$ cat src/rtl/ncdf_pkg.sv
// ----------------------------------------------------------------------------
// ncdf_pkg
// Shared types, fixed-point constants and pipeline depths for the normal
// CDF datapath.
// ----------------------------------------------------------------------------
package ncdf_pkg;

  typedef logic signed [15:0] z_t;     // Q4.12 standard score
  typedef logic [26:0]        x_t;     // |z|/sqrt(2), Q.24
  typedef logic [25:0]        den_t;   // 1 + p*x, Q.24
  typedef logic [24:0]        t_t;     // 1/den, Q.24
  typedef logic [29:0]        x2_t;    // x*x, Q.24
  typedef logic signed [26:0] acc_t;   // Horner accumulator, Q.24
  typedef logic [25:0]        q0_t;    // P(t)*t clamped, Q.24
  typedef logic [32:0]        e_t;     // exp(-x*x), Q1.32

  typedef struct packed {
    logic vld;
    logic neg;
  } side_t;

  typedef struct packed {
    logic               vld;
    logic [5:0]         n;
    logic [31:0]        r32;
    logic signed [34:0] sum;
  } exp_ctx_t;

  localparam logic [23:0] INV_SQRT2 = 24'd11863283;
  localparam logic [22:0] P_COEF    = 23'd5496067;
  localparam logic [23:0] LN2_Q24   = 24'd11629080;
  localparam logic [25:0] ONE_Q24   = 26'h100_0000;
  localparam logic [23:0] HALF_Q24  = 24'h80_0000;

  localparam acc_t POLY_LEAD = 27'sd17807428;
  localparam int   POLY_STEPS = 5;
  localparam acc_t POLY_ADD [POLY_STEPS] = '{
    -27'sd24379845, 27'sd23847365, -27'sd4773063, 27'sd4275331, 27'sd0
  };

  localparam int TAYLOR_TERMS = 12;
  localparam int NDIV_BITS    = 6;
  localparam int EXP_ZERO_N   = 40;

  localparam int FRONT_LAT = 3;
  localparam int RECIP_LAT = 25;
  localparam int POLY_LAT  = 2 * POLY_STEPS;
  localparam int EXP_LAT   = NDIV_BITS + 3 * TAYLOR_TERMS + 1;
  localparam int ALIGN_LAT = EXP_LAT - RECIP_LAT - POLY_LAT;
  localparam int TOTAL_LAT = FRONT_LAT + EXP_LAT + 2;

endpackage

$ cat src/rtl/ncdf_front.sv
// ----------------------------------------------------------------------------
// ncdf_front
// Absolute value, scale by 1/sqrt(2), then form 1 + p*x and x*x.
// ----------------------------------------------------------------------------
module ncdf_front (
  input  logic            clk,
  input  logic            rst_n,
  input  logic            in_valid,
  input  ncdf_pkg::z_t    z_value,
  output ncdf_pkg::side_t side,
  output ncdf_pkg::den_t  den,
  output ncdf_pkg::x2_t   x2
);
  import ncdf_pkg::*;

  logic [FRONT_LAT-1:0] vld_r;
  logic [FRONT_LAT-1:0] neg_r;
  logic [16:0]          abs_r;
  x_t                   x24_r;
  den_t                 den_r;
  x2_t                  x2_r;

  logic [16:0] abs_nxt;
  logic [40:0] xprod;
  logic [49:0] pprod;
  logic [53:0] sq;

  always_comb begin
    abs_nxt = z_value[15] ? (17'h10000 - {1'b0, z_value}) : {1'b0, z_value};
    xprod   = 41'(abs_r) * 41'(INV_SQRT2) + 41'd2048;
    pprod   = 50'(x24_r) * 50'(P_COEF) + 50'(HALF_Q24);
    sq      = 54'(x24_r) * 54'(x24_r) + 54'(HALF_Q24);
  end

  always_ff @(posedge clk) begin
    if (!rst_n) begin
      vld_r <= '0;
    end else begin
      vld_r <= {vld_r[FRONT_LAT-2:0], in_valid};
    end
  end

  always_ff @(posedge clk) begin
    neg_r <= {neg_r[FRONT_LAT-2:0], z_value[15]};
    abs_r <= abs_nxt;
    x24_r <= x_t'(xprod >> 12);
    den_r <= den_t'(50'(ONE_Q24) + (pprod >> 24));
    x2_r  <= x2_t'(sq >> 24);
  end

  assign side.vld = vld_r[FRONT_LAT-1];
  assign side.neg = neg_r[FRONT_LAT-1];
  assign den      = den_r;
  assign x2       = x2_r;

endmodule

$ cat config.mk
export PLATFORM = sky130hd
export DESIGN_NAME = ncdf_front
export DESIGN_NICKNAME = d
export VERILOG_FILES = /design/src/rtl/ncdf_pkg.sv /design/src/rtl/ncdf_front.sv
export SDC_FILE = /design/constraint.sdc
export NUM_CORES = 2
export LEC_CHECK = 0
export ABC_AREA = 1
export ABC_CLOCK_PERIOD_IN_PS = 16900
export BUFFER_PORTS_ARGS = -buffer_cell sky130_fd_sc_hd__buf_2
export CAP_MARGIN = 20
export CORE_MARGIN = 3
export CORE_UTILIZATION = 60
export DETAILED_ROUTE_END_ITERATION = 10
export PLACE_DENSITY = 0.77
export SKIP_CTS_REPAIR_TIMING = 1
export SYNTH_ARGS = -nofsm -noshare
export SYNTH_HDL_FRONTEND = slang
export SYNTH_SLANG_ARGS = --single-unit
$ cat constraint.sdc
create_clock -name clk -period 16.9 [get_ports clk]
set_clock_uncertainty 0.1 [all_clocks]
set_input_delay 2.535 -clock clk [delete_from_list [all_inputs] [get_ports clk]]
set_output_delay 2.535 -clock clk [all_outputs]
set_load 0.02 [all_outputs]
==> impl_results.md <==
- Outcome: complete, no violations
- Cell count along the critical path: 23
- Max-capacitance violation count: 0
- Reg2Reg Launch Point: x24_r[16]
- Number of nets in the layout: between 6000 and 7000
- Via count of the first global-routing pass: approximately 34000
- Largest buffer count on any clock path: 2
- Fillers: approximately 6000
- Most Frequent Cell on Critical Path: fa_1
- Area Growth Syn to Fin: 4.26%
- Core area: around 70000 um2
- TritonCTS clock tree: built
- Initial antenna violation count: 1
- Setup crit end kind: flip-flop
- Initial standard-cell utilization of the core: 60.9%
- Final cycle utilization of the critical path: between 40% and 50%
- Post-synth EDFFs: 0
- Count of final max-slew check failures: 0
- Count of clock tree sinks: ~110
- Number of nets produced by synthesis: ~6700
- Maximum level of the CTS H-tree: 3
- Destination of the critical timing path: x2[15]
- Clk slew on worst S/H paths: between 0.1 and 0.15 ns
- Crit. Startpoint: x24_r[16]
- Drt drc: 0
- Sum of buffers and inverters on the critical path: 5
- Crit path DAT: just over 7 ns
- Final TNS setup: 0 ns
- Multi-input logic area: approximately 34000 um2
- Slowest cell on the critical path: fa_1
- Master cell of the clock root buffer: clkbuf_16
- Required time worst endpoint: approximately 17 ns
- Horizontal die dimension: 273 um
- Post-layout minimum cycle time: ~7.0 ns
- Starting DRT DRC Count: 2356
- Cell variety after synth: between 40 and 50
- Slew at the pin closest to its max-slew limit: between 0.6 and 0.7 ns
- TritonRoute pass-1 iters: 6
- Height of the chip: 273 um
- Upper clock frequency limit: 0.144 GHz
- Main synth FF type: dfxtp_1
- Finish-stage setup viols: 0
- Unrepaired setup endpoints after global routing: no
- Number of buffers added by the clock tree synthesis step: 9
- Reg2reg setup slack: just under 10 ns
- Mapped Cells: slightly above 5000
- Post-synthesis register bit count: ~110
- Total grt overflow: 0
- Row count: 97
- Die Footprint: between 70000 and 80000 um2
- Number of cells on the worst hold path: 0
- Global-route wire length before repair: 187000 um
- CP startpoint kind: flip-flop
- Maximum number of pins on one net before global-route repair: 35
- Async set-reset flop share out of synthesis: 0%
- Worst path max stage delay: 0.57 ns
- Total number of vias: 32000
- RD Place Congestion: approximately 1.1
- Crit path max fanout: 32
- Hold violation total from the final report: 0
- Skew-Pair Late Insertion Delay: slightly above 0.4 ns
- Crit-path cells: buf_4, ha_1, inv_1, fa_1, fa_1, inv_1, fa_1, fa_1, fa_1, fa_1, inv_1, fa_1, inv_1, ha_1, a21oi_1, o21a_1, o21ai_0, a21oi_1, nand2_1, nand2_1, nand2_1, nand2_1, nand2_1
- Worst max-slew margin expressed relative to the limit: a little under three fifths
- Family of cells with the greatest summed delay on the critical path: adder cells
- Min-delay worst type: flip-flop to flip-flop
- Num ports: 77
- Port-buffer cells: 76
- Hold_ws: approximately 0.23 ns
- Global Route Usage Sum: ~33%
- DR vias/cell: about 5.3
- Fraction of the yosys area taken by sequential cells: 4.96%
- Syn Area/Cell: between 8 and 9 um2
- Yosys warning count: 0
- Mapped cell area: 42800 um2
- Endpoint of the lowest-slack register-to-register path: x2[15]
- Post-DP HPWL: between 100000 and 150000 um
- Startpoint-to-endpoint class of the critical path: flip-flop to flip-flop
- Total routed wirelength: approximately 120000 um
- Fraction of final layout cells with drive strength greater than 1: ~4.3%
- Routed wire length per instance: between 15 and 20 um
- Sequential cell area: about 2100 um2
- Cell count of the worst reg-to-reg path: 23
- ANT nets after route: 0
kinds of logic after synthesis:
group	count (synthesis)	synth area share, %
xor+xnor	75	1.54
simple gates	1334	12.9
other cells	1	0.00877
fa+ha+maj	1574	61.9
buf+inv	1692	14.9
compound gates	291	3.84
flops	106	4.96
registers in the layout (all words and copies together) (netlist names):
register  count
x2           30
neg_r         3
vld_r         3
abs_r        17
den          26
x24_r        27
through the flow:
step	instance area, um2	utilization [%]	std cells	worst slack (ns)
finish	44600	63.5	6075	9.94
global route	44600	63.5	6074	9.53
CTS	44600	63.5	6074	9.96
detailed placement	44300	63.1	6058	9.98
global placement	44300	63.1	6058	10.0
floorplan	42800	-	5073	10.72
cells in the final DEF, fill, tap and decap left out, types with 6 or more instances in the layout:
master	netlist	final
inv_1	1603	1603
nand3_1	94	94
o21ai_0	60	60
a21o_1	11	11
nor3_2	6	6
inv_2	31	31
nor2_1	246	246
o21ai_1	6	6
fa_1	902	902
nor2_4	6	6
dfxtp_1	106	106
buf_2	0	76
ha_1	672	672
nor3_1	33	33
nand2_1	853	853
a21oi_1	152	152
buf_4	2	27
xnor2_1	30	30
clkbuf_16	0	9
o21a_1	8	8
nor2_2	21	21
o21bai_1	25	25
nand2_2	19	19
xor2_1	45	45
nand4_1	29	29
a31oi_1	7	7
or2_2	8	8
area by class of cell:
type	instances	share of cell area, %
Timing Repair Buffer	103	1.31
Clock inverter	6	0.126
Antenna cell	1	0.00561
Clock buffer	10	0.513
Inverter	1634	13.8
Multi-Input combinational cell	3275	76.9
Tap cell	940	2.64
Sequential cell	106	4.76
worst min path at each step:
stage	from	end	slack, ns
CTS	neg_r[0]	neg_r[1]	0.24
detailed placement	neg_r[0]	neg_r[1]	0.21
global placement	neg_r[1]	neg_r[2]	0.21
global route	neg_r[0]	neg_r[1]	0.24
floorplan	neg_r[0]	neg_r[1]	0.21
finish	neg_r[0]	neg_r[1]	0.23
synth_stat cells, drive strengths merged (30+ instances only):
cell    count  area [um2]
a21oi     154         778
xnor2      30         263
xor2       45         394
o21ai      67         339
nand2     872        3320
ha        672        8410
fa        902       18100
nand3      98         510
clkbuf     55         206
dfxtp     106        2120
nor3       39         225
inv      1634        6130
nor2      273        1120
per-layer routing:
| metal | vias to the layer above | global-route usage (%) | routed length [um] |
|---|---|---|---|
| met4 | 0 | 14.1 | 5630 |
| met3 | 239 | 6.78 | 8640 |
| met1 | 15900 | 42.7 | 48000 |
| met2 | 1040 | 54.0 | 55100 |
| li1 | 14900 | - | - |
| met5 | - | 0 | 0 |
Power is left out: the tool's default activity adds up to more than one toggle a clock period on the data nets, which glitch-free logic cannot reach.
