### config.mk
export PLATFORM = sky130hd
export DESIGN_NAME = ncdf_recip
export DESIGN_NICKNAME = d
export VERILOG_FILES = /design/src/rtl/ncdf_pkg.sv /design/src/rtl/ncdf_recip.sv
export SDC_FILE = /design/constraint.sdc
export NUM_CORES = 2
export LEC_CHECK = 0
export ABC_AREA = 1
export BUFFER_PORTS_ARGS = -buffer_cell sky130_fd_sc_hd__buf_4
export CAP_MARGIN = 20
export CELL_PAD_IN_SITES_DETAIL_PLACEMENT = 2
export CELL_PAD_IN_SITES_GLOBAL_PLACEMENT = 2
export CORE_MARGIN = 2
export CORE_UTILIZATION = 36
export DETAILED_ROUTE_END_ITERATION = 6
export HOLD_SLACK_MARGIN = 0.03
export PLACE_DENSITY_LB_ADDON = 0.1
export SLEW_MARGIN = 5
export SYNTH_ARGS = -nofsm -noshare
export SYNTH_HDL_FRONTEND = slang
export SYNTH_SLANG_ARGS = --single-unit
### constraint.sdc
create_clock -name clk -period 2.5 [get_ports clk]
set_clock_uncertainty 0.2 [all_clocks]
set_input_delay 0.375 -clock clk [delete_from_list [all_inputs] [get_ports clk]]
set_output_delay 0.375 -clock clk [all_outputs]
set_load 0.005 [all_outputs]
### src/rtl/ncdf_pkg.sv
// ----------------------------------------------------------------------------
// ncdf_pkg
// Shared types, fixed-point constants and pipeline depths for the normal
// CDF datapath.
// ----------------------------------------------------------------------------
package ncdf_pkg;

  typedef logic signed [15:0] z_t;     // Q4.12 standard score
  typedef logic [26:0]        x_t;     // |z|/sqrt(2), Q.24
  typedef logic [25:0]        den_t;   // 1 + p*x, Q.24
  typedef logic [24:0]        t_t;     // 1/den, Q.24
  typedef logic [29:0]        x2_t;    // x*x, Q.24
  typedef logic signed [26:0] acc_t;   // Horner accumulator, Q.24
  typedef logic [25:0]        q0_t;    // P(t)*t clamped, Q.24
  typedef logic [32:0]        e_t;     // exp(-x*x), Q1.32

  typedef struct packed {
    logic vld;
    logic neg;
  } side_t;

  typedef struct packed {
    logic               vld;
    logic [5:0]         n;
    logic [31:0]        r32;
    logic signed [34:0] sum;
  } exp_ctx_t;

  localparam logic [23:0] INV_SQRT2 = 24'd11863283;
  localparam logic [22:0] P_COEF    = 23'd5496067;
  localparam logic [23:0] LN2_Q24   = 24'd11629080;
  localparam logic [25:0] ONE_Q24   = 26'h100_0000;
  localparam logic [23:0] HALF_Q24  = 24'h80_0000;

  localparam acc_t POLY_LEAD = 27'sd17807428;
  localparam int   POLY_STEPS = 5;
  localparam acc_t POLY_ADD [POLY_STEPS] = '{
    -27'sd24379845, 27'sd23847365, -27'sd4773063, 27'sd4275331, 27'sd0
  };

  localparam int TAYLOR_TERMS = 12;
  localparam int NDIV_BITS    = 6;
  localparam int EXP_ZERO_N   = 40;

  localparam int FRONT_LAT = 3;
  localparam int RECIP_LAT = 25;
  localparam int POLY_LAT  = 2 * POLY_STEPS;
  localparam int EXP_LAT   = NDIV_BITS + 3 * TAYLOR_TERMS + 1;
  localparam int ALIGN_LAT = EXP_LAT - RECIP_LAT - POLY_LAT;
  localparam int TOTAL_LAT = FRONT_LAT + EXP_LAT + 2;

endpackage

### src/rtl/ncdf_recip.sv
// ----------------------------------------------------------------------------
// ncdf_recip
// Pipelined restoring divider: t = round(2^48 / den), one quotient bit
// per stage.
// ----------------------------------------------------------------------------
module ncdf_recip (
  input  logic           clk,
  input  ncdf_pkg::den_t den,
  output ncdf_pkg::t_t   t_out
);
  import ncdf_pkg::*;

  logic [25:0] rem_r  [RECIP_LAT];
  t_t          quo_r  [RECIP_LAT];
  den_t        den_r  [RECIP_LAT];
  logic [24:0] low_r  [RECIP_LAT];

  for (genvar i = 0; i < RECIP_LAT; i++) begin : g_stage
    logic [25:0] rem_in;
    t_t          quo_in;
    den_t        den_in;
    logic [24:0] low_in;
    logic [26:0] trial;
    logic        ge;

    if (i == 0) begin : g_first
      // numerator is 2^48 + den/2; its upper bits reduce to 2^23
      assign rem_in = 26'h80_0000;
      assign quo_in = '0;
      assign den_in = den;
      assign low_in = 25'(den >> 1);
    end else begin : g_next
      assign rem_in = rem_r[i-1];
      assign quo_in = quo_r[i-1];
      assign den_in = den_r[i-1];
      assign low_in = low_r[i-1];
    end

    assign trial = {rem_in, low_in[RECIP_LAT-1-i]};
    assign ge    = trial >= {1'b0, den_in};

    always_ff @(posedge clk) begin
      rem_r[i] <= ge ? 26'(trial - {1'b0, den_in}) : 26'(trial);
      quo_r[i] <= {quo_in[RECIP_LAT-2:0], ge};
      den_r[i] <= den_in;
      low_r[i] <= low_in;
    end
  end

  assign t_out = quo_r[RECIP_LAT-1];

endmodule

==> results.sh <==
export IMPL_power_density_nw_per_um2=1447
export IMPL_crit_slowest_cell="o21ai_0"
export IMPL_ys_seq_elements=1573
export IMPL_max_clock_freq_mhz=384.0
export IMPL_yosys_top_cells_area="dfxtp_1, nand2_1, inv_1, ha_1, nand3_1"
export IMPL_fp_dieH_um=499.9
export IMPL_rr_worst_depth=12
export IMPL_hp_start="quo_r[2][114]"
export IMPL_p_leak_nw=59.16
export IMPL_seq_area_frac_synth_pct=35.58
export IMPL_yosysTopAreaCellShare_pct=35.58
export IMPL_ant_nets=0
export IMPL_ys_types=41
export IMPL_grt_pass1_wl_mm=573.4
export IMPL_clkSinkCount=1573
export IMPL_yosysMostFrequentCell="nand2_1"
export IMPL_cap_violations=0
export IMPL_r2r_start="den_r[0][32]"
export IMPL_violations="negative setup slack"
export IMPL_synthFlopType="dfxtp_1"
export IMPL_ir_worst_vdd_v=0.0007780
export IMPL_port_buffers=51
export IMPL_num_rows=182
export IMPL_cpPeakStageDelay_ns=0.44
export IMPL_synth_edf_count=0
export IMPL_grt_pass1_vias=97035
export IMPL_fin_tns_setup_ns=-0.2386
export IMPL_clk_latency_ns=0.87
export IMPL_grt_start_max_net_pins=35
export IMPL_crit_family="simple AND/OR/NAND/NOR gates"
export IMPL_clk_pin_slew_worst_paths_ns=0.07
export IMPL_slew_headroom_pct=51.74
export IMPL_h_tree_depth=4
export IMPL_syn_inst=13434
export IMPL_gr_total_overflow=0
export IMPL_grt_usage_pct=29.28
export IMPL_fp_coreArea_um2=245300
export IMPL_regArea_um2=31720
export IMPL_die_w_um=499.9
export IMPL_drtPass1Iterations=5
export IMPL_multi_input_area_um2=47570
export IMPL_path_common_cell="nand2_1"
export IMPL_syn_num_nets=14110
export IMPL_vias=87522
export IMPL_critPathLaunchType="register"
export IMPL_path_cells="inv_1 -> ha_2 -> nand2_1 -> nand2_1 -> inv_1 -> nand2_1 -> nand2_1 -> nand3_1 -> nand2_2 -> nand3_4 -> buf_12 -> o21ai_0"
export IMPL_worst_slew_pin_slew_ns=0.7164
export IMPL_rsz0062_at_grt="true"
export IMPL_cts_buffers=184
export IMPL_final_max_slew_viol_count=0
export IMPL_r2r_slack_ns=-0.10
export IMPL_yosys_warnings=0
export IMPL_period_share_pct=104.2
export IMPL_min_period_ns=2.604
export IMPL_arrival_ns=3.12
export IMPL_routedWlPerCell_um=21.89
export IMPL_syn_to_final_growth_pct=21.48
export IMPL_io_pins=52
export IMPL_min_path_cells=0
export IMPL_hp_class="register to register"
export IMPL_finalSetupViolations=9
export IMPL_syn_area_um2=88510
export IMPL_p_total_mw=155.6
export IMPL_cts_root_buf="clkbuf_16"
export IMPL_fin_ws_ns=-0.1044
export IMPL_fillers=29190
export IMPL_async_reset_ff_share_pct=0
export IMPL_grt_antenna_before_repair=15
export IMPL_holdPathEnd="quo_r[2][140]"
export IMPL_avgViaCountPerCell=4.980
export IMPL_hold_viol_final=0
export IMPL_worstPathRequired_ns=3.01
export IMPL_layout_drive_gt1_share_pct=13.82
export IMPL_dieArea_um2=249900
export IMPL_status="complete, but fails checks"
export IMPL_end_kind="register"
export IMPL_synth_largest_area_cell="dfxtp_1"
export IMPL_clock_path_buffers=3
export IMPL_r2r_end="rem_r[0][58]"
export IMPL_path_class="register to register"
export IMPL_worst_path_max_fanout=12
export IMPL_routed_wl_mm=384.6
export IMPL_crit_buf_inv=3
export IMPL_gp_congestion=0.8930
export IMPL_drt_iter0_drc=3979
export IMPL_start_util_pct=36.09
export IMPL_fin_nets=14864
export IMPL_synth_common_cells="nand2_1, inv_1, dfxtp_1"
export IMPL_drcViolationCount=0
export IMPL_hpwl_mm=298.8
export IMPL_avgSynthCellArea_um2=6.589
export IMPL_cts_tree="done"
==> timing repair <==
item                                   4_1_cts  5_1_grt
resized for setup                          164      775
buffers inserted                             4       17
setup endpoints to repair                  308      571
hold buffers                                52        0
gates cloned                                 3       13
endpoints found under the hold margin       53        0
pin swaps                                    6       50
==> state kept, by name, indices dropped and copies added, names as in the netlist <==
register  cells
den_r       623
low_r         1
quo_r       325
rem_r       624
==> layout by cell type, fill, tap and decap left out, types with 28 or more instances in the layout <==
master and count:
buf_4 622, nand3_1 630, nand3_2 64, nand3b_1 118, dlygate4sd3_1 52, nand2_2 159
o21ai_1 245, buf_12 37, dfxtp_2 139, nor2_2 163, inv_1 2999, o21ai_0 89
or2_2 28, xor2_1 303, nand2_1 4565, nor2_1 654, and2_1 28, nor2_4 38
dfxtp_1 1420, ha_2 119, a21oi_1 277, ha_1 418, nand4_1 424, clkbuf_16 196
clkbuf_8 31, ha_4 89, clkbuf_1 30, clkinv_2 33
==> layer usage <==
layer	vias up	routed length (µm)	track usage, %
li1	42307	-	-
met1	43392	168200	36.20
met2	1249	194000	53.66
met3	574	9470	2.556
met4	0	12960	8.536
met5	-	0	0
==> area by class of cell <==
cell class              count  share of cell area [%]
clock buffers             245                   4.784
diodes                      8                 0.01862
inverters                3027                   10.57
clock inverters            99                   1.210
multi-input cells        8671                   44.24
flip-flops and latches   1573                   29.50
repair buffers            731                   5.933
well taps                3220                   3.747
==> stage by stage <==
stage	instance area, µm²	hold WS [ns]	worst slack, ns	utilization [%]	cells
floorplan	88510	0.1096	0.5266	-	13434
detailed placement	96610	0.1132	-0.3345	39.39	17133
global route	107500	0.1209	-0.1672	43.84	17569
finish	107500	0.1187	-0.1044	43.84	17574
global placement	96610	0.1096	-0.3259	39.39	17133
CTS	104200	0.07420	0.0001512	42.47	17536
==> how the worst max path moves through the flow <==
stage | slack (ns) | start | cells after the start | endpoint
3_5_place_dp | -0.33 | den_r[1][155] | 10 | rem_r[1][165]
6_report | -0.10 | den_r[0][32] | 12 | rem_r[0][58]
2_1_floorplan | 0.53 | den_r[1][66] | 13 | rem_r[1][79]
5_1_grt | -0.17 | den_r[0][1] | 13 | rem_r[0][27]
4_1_cts | 0.0002 | den_r[2][20] | 11 | rem_r[2][26]
3_3_place_gp | -0.33 | den_r[0][188] | 11 | rem_r[1][9]
==> kinds of logic (layout without fill, tap and decap cells) <==
kind of cell,Yosys count,after routing,synth area share [%]
other cells,0,8,0
simple gates,7005,7005,33.47
compound gates,704,704,4.269
xor+xnor,313,313,3.097
buf+inv,3190,4102,14.21
flops,1573,1573,35.58
fa+ha+maj,649,649,9.369
==> power breakdown <==
group / internal [mW] / switching [mW]
Sequential: 33.4 / 7.04
Combinational: 30.6 / 55.7
Clock: 16.6 / 12.2
Note: power is estimated with default switching activity, not from simulation.
